--- config.mk ---
export PLATFORM = sky130hd
export DESIGN_NAME = rss_ctrl
export DESIGN_NICKNAME = d
export VERILOG_FILES = /design/src/rtl/rss_pkg.sv /design/src/rtl/rss_ctrl.sv
export SDC_FILE = /design/constraint.sdc
export NUM_CORES = 1
export LEC_CHECK = 0
export ABC_CLOCK_PERIOD_IN_PS = 1300
export BUFFER_PORTS_ARGS = -buffer_cell sky130_fd_sc_hd__buf_2
export CORE_UTILIZATION = 35
export CTS_BUF_LIST = sky130_fd_sc_hd__clkbuf_8
export CTS_CLUSTER_DIAMETER = 80
export DETAILED_ROUTE_END_ITERATION = 8
export MAX_ROUTING_LAYER = met4
export PLACE_DENSITY = 0.59
export SLEW_MARGIN = 15
export SYNTH_ARGS = -nofsm -noshare
export SYNTH_HDL_FRONTEND = slang
export SYNTH_SLANG_ARGS = --single-unit
--- constraint.sdc ---
create_clock -name clk -period 1.3 [get_ports clk]
set_clock_uncertainty 0.15 [all_clocks]
set_input_delay 0.065 -clock clk [delete_from_list [all_inputs] [get_ports clk]]
set_output_delay 0.065 -clock clk [all_outputs]
set_load 0.005 [all_outputs]
--- src/rtl/rss_pkg.sv ---
`default_nettype none
package rss_pkg;
  localparam int SampleBits = 32;
  localparam int CountBits = 32;
  localparam int FracBits = 8;
  localparam int OutBits = 40;
  localparam int AccBits = 64;
  localparam int ScaleBits = 16;
  // Divider: 128-bit dividend, 64-bit divisor, one quotient bit per cycle.
  localparam int DivNumBits = 128;
  localparam int DivDenBits = 64;
  localparam int DivCntBits = $clog2(DivNumBits + 1);
  // Root: 64 result bits over a 128-bit radicand, two radicand bits per step.
  localparam int RootBits = 64;
  localparam int RootCntBits = $clog2(RootBits + 1);
  localparam int MulCntBits = 3;

  typedef enum logic [3:0] {
    ST_IDLE,
    ST_ACCUM,
    ST_MUL,
    ST_MIN,
    ST_MAX,
    ST_MEAN,
    ST_ROOT,
    ST_DEV,
    ST_OUT
  } rss_state_t;

  typedef enum logic [1:0] {
    SEL_MIN,
    SEL_MAX,
    SEL_MEAN,
    SEL_DEV
  } rss_sel_t;

  // Commands from the controller to the datapath.
  typedef struct packed {
    logic     load;
    logic     accum;
    logic     mul_start;
    logic     div_start;
    rss_sel_t div_sel;
    logic     root_start;
    logic     out_load;
  } rss_cmd_t;

  // Status from the datapath to the controller.
  typedef struct packed {
    logic mul_done;
    logic div_done;
    logic root_done;
  } rss_sts_t;
endpackage
`default_nettype wire

--- src/rtl/rss_ctrl.sv ---
`default_nettype none
module rss_ctrl
  import rss_pkg::*;
(
  input  wire logic     clk,
  input  wire logic     rst_n,
  input  wire logic     in_valid,
  output logic          in_stall,
  output logic          out_valid,
  input  wire logic     out_stall,
  output rss_cmd_t      cmd,
  input  wire rss_sts_t sts
);
  rss_state_t state_r;
  rss_state_t state_nxt;
  logic       out_valid_r;
  logic       out_valid_nxt;
  logic       wait_r;

  // A divide or root that was just started still reports done until its busy register is set; wait_r masks that.
  always_ff @(posedge clk) begin
    if (!rst_n) begin
      state_r     <= ST_IDLE;
      out_valid_r <= 1'b0;
      wait_r      <= 1'b0;
    end else begin
      state_r     <= state_nxt;
      out_valid_r <= out_valid_nxt;
      wait_r      <= (state_nxt != state_r);
    end
  end

  // Next state.
  always_comb begin
    state_nxt = state_r;
    unique case (state_r)
      ST_IDLE:  if (in_valid) state_nxt = ST_ACCUM;
      ST_ACCUM: state_nxt = ST_MUL;
      ST_MUL:   if (!wait_r && sts.mul_done) state_nxt = ST_MIN;
      ST_MIN:   if (!wait_r && sts.div_done) state_nxt = ST_MAX;
      ST_MAX:   if (!wait_r && sts.div_done) state_nxt = ST_MEAN;
      ST_MEAN:  if (!wait_r && sts.div_done) state_nxt = ST_ROOT;
      ST_ROOT:  if (!wait_r && sts.root_done) state_nxt = ST_DEV;
      ST_DEV:   if (!wait_r && sts.div_done) state_nxt = ST_OUT;
      ST_OUT:   if (!out_valid_r || !out_stall) state_nxt = ST_IDLE;
      default:  state_nxt = ST_IDLE;
    endcase
  end

  // Outputs and commands.
  always_comb begin
    cmd           = '0;
    cmd.div_sel   = SEL_MIN;
    in_stall      = 1'b1;
    out_valid_nxt = out_valid_r && out_stall;
    unique case (state_r)
      ST_IDLE: begin
        in_stall = 1'b0;
        cmd.load = in_valid;
      end
      ST_ACCUM: cmd.accum = 1'b1;
      ST_MUL:   cmd.mul_start = wait_r;
      ST_MIN: begin
        cmd.div_sel   = SEL_MIN;
        cmd.div_start = wait_r;
      end
      ST_MAX: begin
        cmd.div_sel   = SEL_MAX;
        cmd.div_start = wait_r;
      end
      ST_MEAN: begin
        cmd.div_sel   = SEL_MEAN;
        cmd.div_start = wait_r;
      end
      ST_ROOT: cmd.root_start = wait_r;
      ST_DEV: begin
        cmd.div_sel   = SEL_DEV;
        cmd.div_start = wait_r;
      end
      ST_OUT: begin
        if (!out_valid_r || !out_stall) begin
          cmd.out_load  = 1'b1;
          out_valid_nxt = 1'b1;
        end
      end
      default: ;
    endcase
  end
  assign out_valid = out_valid_r;
endmodule
`default_nettype wire

==> metrics.md <==
| Metric | Value |
|---|---|
| Rows | `12` |
| Post-synth EDFFs | `0` |
| Post-Syn Area | `479.2 sq um` |
| Initial Utilization | `0.4040` |
| Gpl congestion | `0.8184` |
| Commonest cells post-synth | `dfxtp_1, a21oi_1, buf_6, inv_1, nand2_1` |
| Gr ovfl total | `0` |
| Fmax | `0.7199 GHz` |
| Routed WL | `1.374 mm` |
| Worst path required time | `1.09 ns` |
| Most frequent cell after synthesis | `dfxtp_1` |
| DIE WIDTH | `39 um` |
| Core area | `0.001186 sq mm` |
| Met2 wire len | `725 um` |
| Critical Path Fanout Max | `8` |
| Worst-Margin Slew | `0.2698 ns` |
| Pwr dens | `933.2 mW/mm^2` |
| Fin crit share | `1.068` |
| Cells after Synth | `54` |
| Antenna cell count | `0` |
| Final setup fails | `9` |
| Post-placement cell count | `94` |
| Buf/Inv on CP | `2` |
| CTS Buf Count | `3` |
| CP cell instances | `buf_4 -> nand3b_1 -> a21oi_1 -> buf_2` |
| Die Height | `39 um` |
| Worst r2r path cells | `3` |
| Share of the yosys chip area belonging to registers | `0.2507` |
| Final Max Slew Viols | `0` |
| Synth Area per Inst | `8.874 sq um` |
| Synth warn | `0` |
| Mapped Nets | `61` |
| Clock transition at path regs | `0.04 ns` |
| Clock Tree Root | `clkbuf_8` |
| Max-Cap Viols | `0` |
| RSZ-0062 raised after global routing | `yes` |
| Layout cells sized above 1 | `0.6552` |
| First-pass GRT wire length | `2.021 mm` |
| Pleak | `0.3672 nW` |
| Top_reg_cell synth | `dfxtp_1` |
| CTS Sinks | `6` |
| DRT iter0 DRCs | `11` |
| Number of H-tree levels | `1` |
| Largest net degree at the start of global routing | `9` |
| Fin crit period | `1.389 ns` |
| Setup WS post-layout | `-0.08902 ns` |
| Clock buffer depth | `2` |
| Layout area overhead | `69.97%` |
| Vias in the first global route | `471` |
| Final Hold Viols | `0` |
| Via count | `506` |
| Highest Signal Layer | `met4` |
| Hold worst-path end | `out_valid` |
| DRT met1 WL | `589 um` |
| HP Class | `input pin to flop` |
| Reg-to-reg endpoint | `wait_r` |
| Critical path class | `flop to output port` |
| Critical-path top delay cell | `dfxtp_2` |
| Clock latency on the worst-skew pair | `0.23 ns` |
| Post-synthesis async set-or-reset flop share | `0` |
| Failing checks | `negative setup slack` |
| Vias per Instance | `5.010` |
| Finished Layout Cells | `101` |
| Hold_sp | `out_stall` |
| # DRC | `0` |
| Die ar. | `0.001521 sq mm` |
| Crit. End Element | `output port` |
| GRT Util Overall | `0.2051` |
| Top-Level Pins | `17` |
| Pre-CTS setup slack | `-0.08687 ns` |
| Yosys top cell by area | `dfxtp_1` |
| CTS tree | `done` |
| Crit path DAT | `1.17 ns` |
| Setup crit start kind | `flop` |
| R2r startpoint | `state_r[2]` |
| Flop2flop setup slack | `-0.04 ns` |
| Crit-path leading delay family | `flip-flops` |
| Synth unique cells | `33` |
| Initial antenna violation count | `0` |
| WL met3 | `32 um` |
| Status | `complete, but fails checks` |
| 1st-pass router iterations | `4` |
| Port bufs | `16` |
| Max_slew headroom | `0.8188` |
| DRT antenna net count | `0` |
| Crit-path max cell delay | `0.33 ns` |
| Min-Delay Path Depth | `3` |
| #FFs+latches synth | `6` |
| Top post-synthesis cells by area | `dfxtp_1, buf_6, a21oi_1` |
| Routed length per instance | `13.60 um` |
| Layout Nets | `96` |
| Synth top area share | `0.2507` |
| Peak supply drop | `0.0008058 V` |
stage by stage:
stage	hold WS [ns]	cell area [sq um]	power, W	TNS [ns]	util
floorplan	0.03135	480.5	0.0003262	0	-
global placement	0.1915	654.4	0.0004176	-0.1229	0.5517
detailed placement	0.2029	654.4	0.0004206	-0.1675	0.5517
CTS	0.02700	772.0	0.0007523	-0.3931	0.6508
global route	0.08775	814.5	0.0007939	-0.9086	0.6867
finish	0.03743	814.5	0.0007601	-0.3497	0.6867
routing by layer:
metal  vias to the layer above  GRT usage
li1                        259          -
met1                       233     0.2345
met2                        12     0.3417
met3                         2    0.03468
met4                         0     0.1034
met5                         -          -
layout by cell type (no fill, tap or decap), drive strengths merged, types with 3 or more instances in the layout:
master	instances
a21oi	5
buf	33
clkbuf	3
dfxtp	6
inv	3
nand2	5
nand2b	3
nor2	4
cells by family (layout without fill, tap and decap cells):
group / after synthesis / after routing / share of synthesized area
flops: 6 / 6 / 0.2507
buf+inv: 7 / 40 / 0.1097
xor+xnor: 2 / 2 / 0.03656
mux: 2 / 2 / 0.05221
simple gates: 26 / 26 / 0.3864
compound gates: 11 / 11 / 0.1645
cell type report:
cell class	count	area, sq um
Inverter	3	11.26
Multi-Input combinational cell	41	351.6
Clock buffer	3	41.29
Tap cell	14	17.52
Fill cell	97	371.6
Timing Repair Buffer	34	260.3
Sequential cell	6	132.6
worst max-delay path by stage:
stage / start / to / slack [ns] / cells past startpoint
after detailed placement: state_r[1] / wait_r / -0.09 / 4
after floorplan: state_r[2] / wait_r / 0.009 / 3
after CTS: state_r[0] / cmd[0] / -0.10 / 5
after global placement: state_r[1] / state_r[0] / -0.07 / 4
after global routing: state_r[1] / cmd[0] / -0.14 / 5
final: state_r[2] / cmd[0] / -0.09 / 4
flip-flops by register name (all words and copies together) (netlist names):
register	flops
out_valid	1
state_r	4
wait_r	1
power breakdown:
part | total (W) | internal (W) | switching [W] | leakage, nW
logic | 0.000256 | 0.000153 | 0.000104 | 0.294
registers | 0.000218 | 0.000197 | 0.0000205 | 0.0516
clock network | 0.000286 | 0.000200 | 0.0000867 | 0.0216
worst register-to-register path, cell delays in order, from the launching register on:
cell,delay (ns)
dfxtp_2,0.36
mux2_4,0.32
a221oi_4,0.28
o32ai_1,0.11
what timing repair did:
item                                    4_1_cts  5_1_grt
endpoints found under the hold margin         5        0
buffers inserted                              2        2
hold buffers                                  1        0
pin swaps                                     6        3
gates resized for setup                      16        6
cloned                                        0        0
endpoints found under the setup margin       10       11
Power figures use the tool's default switching activity.
